`config.mk`:
```
export PLATFORM = sky130hd
export DESIGN_NAME = run_length_escape_encoder_flat
export DESIGN_NICKNAME = d
export VERILOG_FILES = /design/src/hw/rtl/rlee_pkg.sv /design/src/hw/rtl/rlee_in_if.sv /design/src/hw/rtl/rlee_out_if.sv /design/src/hw/rtl/run_length_escape_encoder.sv /design/src/flat_wrapper.sv
export SDC_FILE = /design/constraint.sdc
export NUM_CORES = 1
export LEC_CHECK = 0
export BUFFER_PORTS_ARGS = -buffer_cell sky130_fd_sc_hd__buf_4
export CAP_MARGIN = 15
export CELL_PAD_IN_SITES_DETAIL_PLACEMENT = 0
export CELL_PAD_IN_SITES_GLOBAL_PLACEMENT = 1
export CORE_MARGIN = 2
export CORE_UTILIZATION = 49
export DETAILED_ROUTE_END_ITERATION = 12
export GPL_ROUTABILITY_DRIVEN = 0
export GPL_TIMING_DRIVEN = 0
export PLACE_DENSITY = 0.88
export SKIP_LAST_GASP = 1
export SYNTH_ARGS = -nofsm -noshare
export SYNTH_HDL_FRONTEND = slang
export SYNTH_SLANG_ARGS = --single-unit
```
`constraint.sdc`:
```
create_clock -name clk_i -period 8.8 [get_ports clk_i]
set_input_delay 1.32 -clock clk_i [delete_from_list [all_inputs] [get_ports clk_i]]
set_output_delay 1.32 -clock clk_i [all_outputs]
set_load 0.005 [all_outputs]
```
`src/hw/rtl/rlee_pkg.sv`:
```
// ----------------------------------------------------------------------------
// rlee_pkg
// Types, constants and helpers for the run-length escape encoder.
// ----------------------------------------------------------------------------
`default_nettype none

package rlee_pkg;

  localparam int unsigned CharW = 8;
  localparam int unsigned CntW  = 7;

  // Longest run held before it is forced closed (keeps the count to two digits)
  localparam logic [CntW-1:0] MaxRun = 7'd99;
  // Runs up to this length go out as plain copies
  localparam logic [CntW-1:0] LitLimit = 7'd4;

  localparam logic [CharW-1:0] EscChar  = 8'h2F;  // '/'
  localparam logic [CharW-1:0] ZeroChar = 8'h30;  // '0'

  typedef struct packed {
    logic [CharW-1:0] sym;
    logic [CntW-1:0]  cnt;
  } run_t;

  function automatic logic is_valid_byte(input logic [CharW-1:0] b);
    logic ok;
    ok = ((b >= 8'h61) && (b <= 8'h7A)) ||
         ((b >= 8'h41) && (b <= 8'h5A)) ||
         ((b >= 8'h30) && (b <= 8'h39)) ||
         (b == 8'h20) || (b == 8'h2B) || (b == 8'h3D) || (b == 8'h2C) ||
         (b == 8'h2E) || (b == 8'h7B) || (b == 8'h7D) || (b == 8'h5B) ||
         (b == 8'h5D) || (b == 8'h3A) || (b == 8'h3B) || (b == 8'h27);
    return ok;
  endfunction

  // Tens digit, count / 10, by reciprocal multiply; exact for any 7-bit count
  function automatic logic [3:0] tens_digit(input logic [CntW-1:0] c);
    logic [14:0] p;
    p = 15'(c) * 15'd205;
    return p[14:11];
  endfunction

endpackage

`default_nettype wire

```
`src/hw/rtl/rlee_in_if.sv`:
```
// ----------------------------------------------------------------------------
// rlee_in_if
// Input channel: one string byte per beat with an end-of-string flag.
// ----------------------------------------------------------------------------
`default_nettype none

interface rlee_in_if;
  import rlee_pkg::*;

  logic             valid;
  logic             ready;
  logic [CharW-1:0] char_in;
  logic             end_of_string;

  modport source (output valid, output char_in, output end_of_string, input ready);
  modport sink   (input valid, input char_in, input end_of_string, output ready);
endinterface

`default_nettype wire

```
`src/hw/rtl/rlee_out_if.sv`:
```
// ----------------------------------------------------------------------------
// rlee_out_if
// Output channel: one encoded byte per beat, flagged on the last of an item.
// ----------------------------------------------------------------------------
`default_nettype none

interface rlee_out_if;
  import rlee_pkg::*;

  logic             valid;
  logic             ready;
  logic [CharW-1:0] byte_out;
  logic             last_of_item;

  modport source (output valid, output byte_out, output last_of_item, input ready);
  modport sink   (input valid, input byte_out, input last_of_item, output ready);
endinterface

`default_nettype wire

```
`src/hw/rtl/run_length_escape_encoder.sv`:
```
// ----------------------------------------------------------------------------
// run_length_escape_encoder
// Run-length encoder with '/NN' escapes for runs longer than four bytes.
// ----------------------------------------------------------------------------
// A taken input beat loads the pending job registers; the output byte register is
// loaded from them. Throughput: one input beat per cycle while each causes at most
// one output beat and the output is not stalled; an item with more output beats
// holds the input until its last beat enters the single output byte register.
// Reset clears the run state, the pending job flags and the output valid flag.
// ----------------------------------------------------------------------------
`default_nettype none

module run_length_escape_encoder
  import rlee_pkg::*;
(
  input  wire         clk_i,
  input  wire         rst_ni,
  rlee_in_if.sink     in_i,
  rlee_out_if.source  out_o
);

  // run state
  logic [CharW-1:0] prev_q, prev_d;
  logic [CntW-1:0]  cnt_q, cnt_d;
  logic             have_q, have_d;

  // pending job: up to two runs to emit
  logic             pend_q;
  run_t             run0_q, run1_q;
  logic             run1_v_q;
  logic             sel_q;
  logic [1:0]       idx_q;

  // output register
  logic             out_valid_q;
  logic [CharW-1:0] out_byte_q;
  logic             out_last_q;

  // ---- input side: run tracking ----
  logic       accept;
  logic       close_a, fin;
  run_t       run_a, run_f;
  logic       has_job;

  always_comb begin
    prev_d  = prev_q;
    cnt_d   = cnt_q;
    have_d  = have_q;
    close_a = 1'b0;
    run_a   = '{sym: prev_q, cnt: cnt_q};
    if (!have_q) begin
      prev_d = in_i.char_in;
      cnt_d  = 7'd1;
      have_d = 1'b1;
    end else if (is_valid_byte(in_i.char_in) && (in_i.char_in == prev_q) &&
                 (cnt_q < MaxRun)) begin
      cnt_d = cnt_q + 7'd1;
    end else begin
      close_a = 1'b1;
      prev_d  = in_i.char_in;
      cnt_d   = 7'd1;
    end
    run_f = '{sym: prev_d, cnt: cnt_d};
    fin   = 1'b0;
    if (in_i.end_of_string) begin
      fin    = is_valid_byte(prev_d);
      have_d = 1'b0;
      cnt_d  = '0;
    end
  end

  assign has_job = close_a || fin;

  // ---- emitter ----
  run_t       cur;
  logic       esc;
  logic [2:0] len;
  logic [3:0] tens, ones;
  logic [6:0] tens_x10;
  logic [CharW-1:0] cur_byte;
  logic       run_end, job_end, adv;

  always_comb begin
    cur      = sel_q ? run1_q : run0_q;
    esc      = cur.cnt > LitLimit;
    len      = esc ? 3'd4 : cur.cnt[2:0];
    tens     = tens_digit(cur.cnt);
    tens_x10 = 7'(tens) * 7'd10;
    ones     = 4'(cur.cnt - tens_x10);
    cur_byte = cur.sym;
    if (esc) begin
      unique case (idx_q)
        2'd0:    cur_byte = EscChar;
        2'd1:    cur_byte = ZeroChar + 8'(tens);
        2'd2:    cur_byte = ZeroChar + 8'(ones);
        default: cur_byte = cur.sym;
      endcase
    end
    run_end = ({1'b0, idx_q} == (len - 3'd1));
    job_end = run_end && (sel_q || !run1_v_q);
  end

  assign adv        = pend_q && (!out_valid_q || out_o.ready);
  assign in_i.ready = !pend_q || (adv && job_end);
  assign accept     = in_i.valid && in_i.ready;

  always_ff @(posedge clk_i or negedge rst_ni) begin
    if (!rst_ni) begin
      prev_q      <= '0;
      cnt_q       <= '0;
      have_q      <= 1'b0;
      pend_q      <= 1'b0;
      run1_v_q    <= 1'b0;
      sel_q       <= 1'b0;
      idx_q       <= '0;
      out_valid_q <= 1'b0;
    end else begin
      if (adv) begin
        out_valid_q <= 1'b1;
      end else if (out_o.ready) begin
        out_valid_q <= 1'b0;
      end
      if (accept) begin
        prev_q <= prev_d;
        cnt_q  <= cnt_d;
        have_q <= have_d;
      end
      // a new job only arrives when none is pending or the current one ends in this cycle
      if (accept && has_job) begin
        pend_q   <= 1'b1;
        sel_q    <= 1'b0;
        idx_q    <= '0;
        run1_v_q <= close_a && fin;
      end else if (adv) begin
        if (run_end) begin
          if (!sel_q && run1_v_q) begin
            sel_q <= 1'b1;
            idx_q <= '0;
          end else begin
            pend_q <= 1'b0;
          end
        end else begin
          idx_q <= idx_q + 2'd1;
        end
      end
    end
  end

  // payload registers
  always_ff @(posedge clk_i) begin
    if (adv) begin
      out_byte_q <= cur_byte;
      out_last_q <= job_end;
    end
    if (accept && has_job) begin
      run0_q <= close_a ? run_a : run_f;
      run1_q <= run_f;
    end
  end

  assign out_o.valid        = out_valid_q;
  assign out_o.byte_out     = out_byte_q;
  assign out_o.last_of_item = out_last_q;

endmodule

`default_nettype wire

```
`src/flat_wrapper.sv`:
```
// flat-port wrapper written by rule: the top's interface ports become plain ports
module run_length_escape_encoder_flat import rlee_pkg::*;
  (clk_i, rst_ni, in_i_valid, in_i_char_in, in_i_end_of_string, in_i_ready, out_o_valid, out_o_byte_out, out_o_last_of_item, out_o_ready);
  rlee_in_if in_i_i ();
  rlee_out_if out_o_i ();
  input  wire clk_i;
  input  wire rst_ni;
  input wire logic [$bits(in_i_i.valid)-1:0] in_i_valid;
  input wire logic [$bits(in_i_i.char_in)-1:0] in_i_char_in;
  input wire logic [$bits(in_i_i.end_of_string)-1:0] in_i_end_of_string;
  output wire logic [$bits(in_i_i.ready)-1:0] in_i_ready;
  output wire logic [$bits(out_o_i.valid)-1:0] out_o_valid;
  output wire logic [$bits(out_o_i.byte_out)-1:0] out_o_byte_out;
  output wire logic [$bits(out_o_i.last_of_item)-1:0] out_o_last_of_item;
  input wire logic [$bits(out_o_i.ready)-1:0] out_o_ready;
  assign in_i_i.valid = in_i_valid;
  assign in_i_i.char_in = in_i_char_in;
  assign in_i_i.end_of_string = in_i_end_of_string;
  assign in_i_ready = in_i_i.ready;
  assign out_o_valid = out_o_i.valid;
  assign out_o_byte_out = out_o_i.byte_out;
  assign out_o_last_of_item = out_o_i.last_of_item;
  assign out_o_i.ready = out_o_ready;
  run_length_escape_encoder u_core (.clk_i(clk_i), .rst_ni(rst_ni), .in_i(in_i_i), .out_o(out_o_i));
endmodule
```
==> flow_summary_export.csv, run 1 <==
group,metric,value,unit
die,die_y,97.4,um
logic_synthesis,synth_edf_count,39,
cells_and_area,final_cell_mix,"ha_1, edfxtp_1, inv_1",
placement,dp_slack,1.63,ns
setup_path,critical_path_class,"register to register",
global_route,grt_remaining_overflow,0,
clock_network,h-tree-depth,3,
setup_path,cp-start-kind,"register",
logic_synthesis,synth_top_area_share,27.4,%
placement,place_area,4560,um^2
logic_synthesis,synthesis.nets,478,
cells_and_area,layout_commonest_cell,"ha_1",
cells_and_area,nFillCells,775,
drt,ant_nets,0,
global_route,grt_pass1_wl,14.1,mm
die,die_w,97.4,um
timing,setup_viol,0,
timing,fin_ws,1.70,ns
die,rows,34,
drt,vias,3024,
global_route,antenna_found_initial,0,
power,p_leak,1.99,nW
outcome,outcome,"finished, final reports clean",
timing,fmax,141,MHz
setup_path,cp-startpoint,"u_core.sel_q",
logic_synthesis,synth_top_area_cell,"edfxtp_1",
cells_and_area,final_area,4750,um^2
clock_network,clockRootBuffer,"clkbuf_8",
clock_network,cts_buffers,9,
setup_path,cp.depth,24,
cells_and_area,syn_to_final_growth,11.3,%
placement,io_buffer_count,21,
global_route,grt_use_total,18.9,%
clock_network,clkSlewWorstSetupHoldPaths,0.07,ns
logic_synthesis,ys_types,53,
drt,drt_iter0_drc,132,
setup_path,crit_buf_inv,6,
clock_network,cts_setup_buffers,0,
power,power.density,340,nW/um^2
global_route,grt_start_max_net_pins,31,
cells_and_area,final_util,55.3,%
hold_path,hold_path_class,"register to register",
timing,post-route-period-util,80.6,%
setup_path,rr_endpoint,"u_core.out_o.byte_out[3]",
setup_path,path_cells,"clkbuf_1, clkbuf_1, clkbuf_1, mux2i_1, inv_1, ha_1, ha_1, inv_1, fa_1, inv_1, fa_1, ha_1, and4_1, a221oi_1, nand2_1, a31oi_1, xnor2_1, ha_1, fa_1, xnor2_1, xnor2_1, xnor2_1, o32a_1, nand2_1",
timing,final.min_clock_period,7.10,ns
setup_path,arrival,7.30,ns
clock_network,clock_path_buffers,2,
logic_synthesis,netlist_area,4270,um^2
drt,drc,0,
clock_network,clk-insertion-delay-late,0.33,ns
power,ir_worst_vdd,0.177,mV
setup_path,slowest_stage,"clkbuf_1",
die,dieArea,9480,um^2
drt,dr.pass1.iters,4,
global_route,grt_pass1_vias,2950,
logic_synthesis,ys.flop_type,"edfxtp_1",
timing,clock_skew,0.00810,ns
logic_synthesis,synthArstFlopShare,36.1,%
setup_path,endpoint_kind,"register",
timing,maxSlewHeadroom,30.9,%
setup_path,required,9.01,ns
clock_network,holdBufCountCts,0,
timing,rsz0062_at_grt,"no",
clock_network,tritoncts,"yes",
logic_synthesis,seq_area_frac_synth,40.3,%
timing,fin_setup_tns,0,ns
logic_synthesis,synth_area_leaders,"edfxtp_1, ha_1, dfrtp_1, fa_1, mux2_2",
setup_path,reg2reg_from,"u_core.sel_q",
setup_path,crit_path_max_fanout,10,
timing,drv_slew,0,
die,core-area,8590,um^2
placement,dp_hpwl,6.49,mm
setup_path,reg2reg_setup_slack,1.70,ns
die,initial_utilization,49.7,%
drt,wirelength,8.31,mm
flow_run,cap_violations,0,
setup_path,crit_end,"u_core.out_o.byte_out[3]",
timing,hold_viol_final,0,
logic_synthesis,yosysWarnings,0,
logic_synthesis,synth_area_per_cell,10.4,um^2
drt,viasPerCell,5.46,
die,io_pins,24,
setup_path,ff2ff_path_depth,24,
cells_and_area,final_nets,510,
setup_path,cp_top_family,"adder cells",
clock_network,clock-sinks,61,
logic_synthesis,synthCells,409,
drt,wl_per_cell,15.0,um
power,power,0.00162,W
timing,tightest_slew,1.04,ns
logic_synthesis,synth_seq_cells,61,
cells_and_area,antenna-diode-count,0,
clock_network,ctsResizeCount,0,
cells_and_area,drive_above_1_share,14.1,%
setup_path,slowest_delay,0.59,ns
[state kept, by name (all words and copies together), names as in the netlist]
| signal | flops |
|---|---|
| u_core.out_o.last_of_item | 1 |
| u_core.out_o.byte_out | 8 |
| u_core.cnt_q | 7 |
| u_core.run1_v_q | 1 |
| u_core.sel_q | 1 |
| u_core.have_q | 1 |
| u_core.prev_q | 8 |
| u_core.out_o.valid | 1 |
| u_core.run0_q | 15 |
| u_core.idx_q | 2 |
| u_core.run1_q | 15 |
| u_core.pend_q | 1 |
[synth_stat cells, drive strengths merged, types with 3 or more instances]
cell and n:
nand2b 7, xnor2 14, xor2 3, nor2b 5
ha 47, mux2 16, nor2 18, a31oi 3
and3 3, o21ai 15, and2 4, a221oi 4
a21oi 17, fa 9, o2bb2ai 6, nor3 3
or3 5, clkbuf 24, o2111ai 4, edfxtp 39
nand3 7, dfrtp 22, nand2 32, inv 38
or2 6, a21o 3, o21a 3, o211ai 10
mux2i 12
[per-layer routing]
layer	vias up	GRT usage [%]	routed length [um]
met1	1427	25.2	3840
met5	-	0	0
met3	9	3.24	345
met4	0	7.16	121
li1	1529	-	-
met2	59	31.0	4000
[final cells by class]
| class | instances | area, um^2 | share of cell area (%) |
|---|---|---|---|
| multi-input combinational | 285 | 2310 | 48.6 |
| sequential | 61 | 1720 | 36.2 |
| timing repair buffer | 21 | 158 | 3.32 |
| inverter | 38 | 143 | 3.00 |
| clock buffer | 11 | 141 | 2.97 |
| tap | 108 | 135 | 2.84 |
| buffer | 25 | 96.3 | 2.03 |
| clock inverter | 5 | 50.0 | 1.05 |
[through the flow]
step	instances	hold WS [ns]
floorplan	409	0.453
global placement	538	0.515
detailed placement	538	0.517
CTS	554	0.535
global route	554	0.570
finish	554	0.541
[power by group]
part	switching [W]	total (W)	internal, W
Clock	0.000103	0.000239	0.000136
Combinational	0.000511	0.000930	0.000419
Sequential	0.0000458	0.000449	0.000403
[worst min-delay path by stage]
stage / from / to / cells after the start
after global routing: u_core.prev_q[7] / u_core.prev_q[7] / 1
after global placement: u_core.run1_v_q / u_core.run1_v_q / 1
after floorplan: u_core.pend_q / u_core.out_o.valid / 1
after detailed placement: u_core.run1_v_q / u_core.run1_v_q / 1
final: u_core.run1_v_q / u_core.run1_v_q / 1
after CTS: u_core.run1_v_q / u_core.run1_v_q / 1
[kinds of logic after synthesis]
logic type | count (synthesis) | synth area share, %
adders and majority gates | 56 | 18.0
muxes | 28 | 7.03
buffers and inverters | 63 | 5.60
xor gates and xnor gates | 17 | 3.49
DFF | 61 | 40.3
and+or+nand+nor | 101 | 12.0
AOI/OAI and AO/OA | 83 | 13.6
Power figures use the tool's default switching activity.
==> inputs of run 2 (changes only) <==
--- a/config.mk
+++ b/config.mk
@@ -5,16 +5,17 @@
 export SDC_FILE = /design/constraint.sdc
 export NUM_CORES = 1
 export LEC_CHECK = 0
+export ABC_AREA = 1
 export BUFFER_PORTS_ARGS = -buffer_cell sky130_fd_sc_hd__buf_4
 export CAP_MARGIN = 15
 export CELL_PAD_IN_SITES_DETAIL_PLACEMENT = 0
 export CELL_PAD_IN_SITES_GLOBAL_PLACEMENT = 1
 export CORE_MARGIN = 2
-export CORE_UTILIZATION = 49
+export CORE_UTILIZATION = 43
 export DETAILED_ROUTE_END_ITERATION = 12
 export GPL_ROUTABILITY_DRIVEN = 0
 export GPL_TIMING_DRIVEN = 0
-export PLACE_DENSITY = 0.88
+export PLACE_DENSITY = 0.84
 export SKIP_LAST_GASP = 1
 export SYNTH_ARGS = -nofsm -noshare
 export SYNTH_HDL_FRONTEND = slang
==> constraint.sdc (replaced) <==
create_clock -name clk_i -period 5.99 [get_ports clk_i]
set_input_delay 0.8985 -clock clk_i [delete_from_list [all_inputs] [get_ports clk_i]]
set_output_delay 0.8985 -clock clk_i [all_outputs]
set_load 0.005 [all_outputs]
==> run 2 against run 1 <==
  * Area after synthesis shrank 1.8%
  * Core utilization shrank 6.3 points
  * Clock-buffer cell count is the same
  * Clock skew grew 0.0068 ns
  * Die area grew 11%
  * Via count grew 5.2%
  * Non-clock buffer count shrank 7
  * Final cell count grew 14%
  * Critical path depth grew 2
==> flow_summary_export.csv, run 2 <==
group,metric,value,unit
cells_and_area,instances_no_fill,634,
setup_path,ff2ff_path_depth,26,
cells_and_area,nFillCells,954,
drt,ant_nets,0,
drt,viasPerCell,5.02,
timing,setup_viol,0,
logic_synthesis,synth_common_cells,"nand2_1, inv_1, ha_1",
timing,hold_viol_final,0,
flow_run,cap_violations,0,
global_route,grt_start_max_net_pins,31,
setup_path,required,6.07,ns
global_route,grt_pass1_vias,3152,
setup_path,cp_top_family,"adder cells",
setup_path,cp.depth,26,
die,dieArea,10600,um^2
die,die_y,103,um
placement,io_buffer_count,23,
clock_network,clkSlewWorstSetupHoldPaths,0.07,ns
cells_and_area,final_nets,566,
setup_path,endpoint_kind,"register",
global_route,grt_remaining_overflow,0,
clock_network,clock-sinks,61,
logic_synthesis,yosysMostFrequentCell,"nand2_1",
setup_path,critical_path_class,"register to register",
global_route,grt_use_total,17.8,%
logic_synthesis,synthesis.nets,532,
die,rows,36,
placement,dp_hpwl,6.93,mm
logic_synthesis,synth_top_area_cell,"edfxtp_1",
timing,post-route-period-util,91.5,%
cells_and_area,seq_area,1720,um^2
setup_path,cp-start-kind,"register",
outcome,outcome,"finished, final reports clean",
clock_network,cts_buffers,9,
die,io_pins,24,
logic_synthesis,synthCells,463,
drt,vias,3181,
logic_synthesis,synth_edf_count,39,
cells_and_area,final_cell_mix,"nand2_1, inv_1, ha_1",
cells_and_area,final_util,49.0,%
global_route,antenna_found_initial,0,
cells_and_area,layout_commonest_cell,"nand2_1",
logic_synthesis,netlist_area,4190,um^2
timing,maxSlewHeadroom,27.5,%
drt,wirelength,8.77,mm
timing,fmax,183,MHz
timing,fin_setup_tns,0,ns
setup_path,slowest_delay,0.49,ns
logic_synthesis,synth_area_leaders,"edfxtp_1, ha_1, dfrtp_1, nand2_1, inv_1",
setup_path,slowest_stage,"fa_1",
setup_path,crit_path_max_fanout,10,
logic_synthesis,synth_area_per_cell,9.06,um^2
drt,dr.pass1.iters,4,
global_route,grt_pass1_wl,14.6,mm
cells_and_area,reg_top3,"u_core.run0_q (15), u_core.run1_q (15)",
clock_network,tritoncts,"yes",
drt,drt_iter0_drc,159,
logic_synthesis,synth_top_area_share,27.9,%
die,initial_utilization,43.5,%
clock_network,ctsResizeCount,0,
setup_path,crit_buf_inv,6,
logic_synthesis,ys.flop_type,"edfxtp_1",
clock_network,h-tree-depth,3,
drt,wl_per_cell,13.8,um
hold_path,hold_path_class,"primary input to asynchronous set/reset pin",
cells_and_area,final_area,4720,um^2
timing,final.min_clock_period,5.48,ns
die,die_w,103,um
placement,place_area,4530,um^2
cells_and_area,syn_to_final_growth,12.6,%
cells_and_area,antenna-diode-count,0,
timing,clock_skew,0.0149,ns
logic_synthesis,ys_types,41,
clock_network,clk-insertion-delay-late,0.33,ns
drt,drc,0,
timing,tightest_slew,1.09,ns
logic_synthesis,yosysWarnings,0,
clock_network,clock_path_buffers,2,
timing,drv_slew,0,
logic_synthesis,seq_area_frac_synth,41.1,%
die,core-area,9640,um^2
placement,placed_cells,619,
setup_path,arrival,5.56,ns
logic_synthesis,synthArstFlopShare,36.1,%
clock_network,holdBufCountCts,0,
setup_path,cp_common_cell,"nand2_1",
timing,rsz0062_at_grt,"no",
clock_network,cts_setup_buffers,0,
cells_and_area,drive_above_1_share,15.0,%
cells_and_area,multi_input_area,2130,um^2
clock_network,clockRootBuffer,"clkbuf_8",
logic_synthesis,synth_seq_cells,61,
run 2: cell types whose count changed in the layout (fill, tap and decap cells not counted), sizes merged, moves of 7 or more:
cell and delta:
clkbuf -12, mux2i -12, inv +30, nand2 +84
xnor2 -13, o211ai -8, o22ai +7, mux2 -16
nor2 +7, nand3 +18, o21ai +21, nand2b -7
run 2: final timing paths:
| path | slack (ns) | start | endpoint |
|---|---|---|---|
| max reg2reg | 0.51 | u_core.sel_q | u_core.out_o.byte_out[3] |
| min reg2reg | 0.51 | u_core.run1_v_q | u_core.run1_v_q |
| max | 0.51 | u_core.sel_q | u_core.out_o.byte_out[3] |
| max in group asynchronous | 5.30 | rst_ni | u_core.run1_v_q |
| min in group clk_i | 0.51 | u_core.run1_v_q | u_core.run1_v_q |
| min | 0.45 | rst_ni | u_core.cnt_q[5] |
run 2: area by class of cell:
type / instances / area share (%)
Sequential cell: 61 / 36.5
Clock inverter: 4 / 1.03
Inverter: 68 / 5.51
Tap cell: 133 / 3.52
Clock buffer: 11 / 2.99
Buffer: 16 / 1.78
Timing Repair Buffer: 23 / 3.66
Multi-Input combinational cell: 318 / 45.0
run 2: through the flow:
stage	setup slack, ns	hold WS, ns
2_1_floorplan	1.09	0.459
3_3_place_gp	0.633	0.491
3_5_place_dp	0.504	0.489
4_1_cts	0.484	0.454
5_1_grt	0.121	0.469
6_report	0.512	0.451
run 2: kinds of logic after synthesis:
family	Yosys count	synth area share (%)
xor gates and xnor gates	9	1.88
buffers and inverters	84	8.21
AOI/OAI and AO/OA	72	10.9
DFF	61	41.1
adders and majority gates	56	18.3
and+or+nand+nor	181	19.6
run 2: per-layer routing:
metal  up-vias  track usage [%]  wire length [um]
met5         -                0                 0
met4         0             5.47                90
li1       1598                -                 -
met3        10             3.05               254
met2        57             29.3              4250
met1      1516             24.4              4180
run 2: worst reg2reg max path, stage by stage (launching register included):
cell and delay (ns):
dfrtp_1 0.38, buf_6 0.14, inv_6 0.08, clkbuf_1 0.33
or2_2 0.18, o21ai_0 0.23, ha_1 0.44, inv_1 0.07
fa_1 0.49, inv_1 0.04, ha_1 0.31, fa_1 0.41
ha_1 0.30, a21oi_1 0.20, o21a_1 0.16, nand2_1 0.05
nand2_1 0.09, nand2_1 0.07, xor2_1 0.14, inv_1 0.09
fa_1 0.40, xor2_1 0.23, nand3_1 0.13, nand2_1 0.08
nand2_1 0.05, nand3_1 0.07, a21oi_1 0.06
Power of run 2 is not shown: default switching activity piles up to over one toggle a cycle in this logic, so the estimate is an artifact.
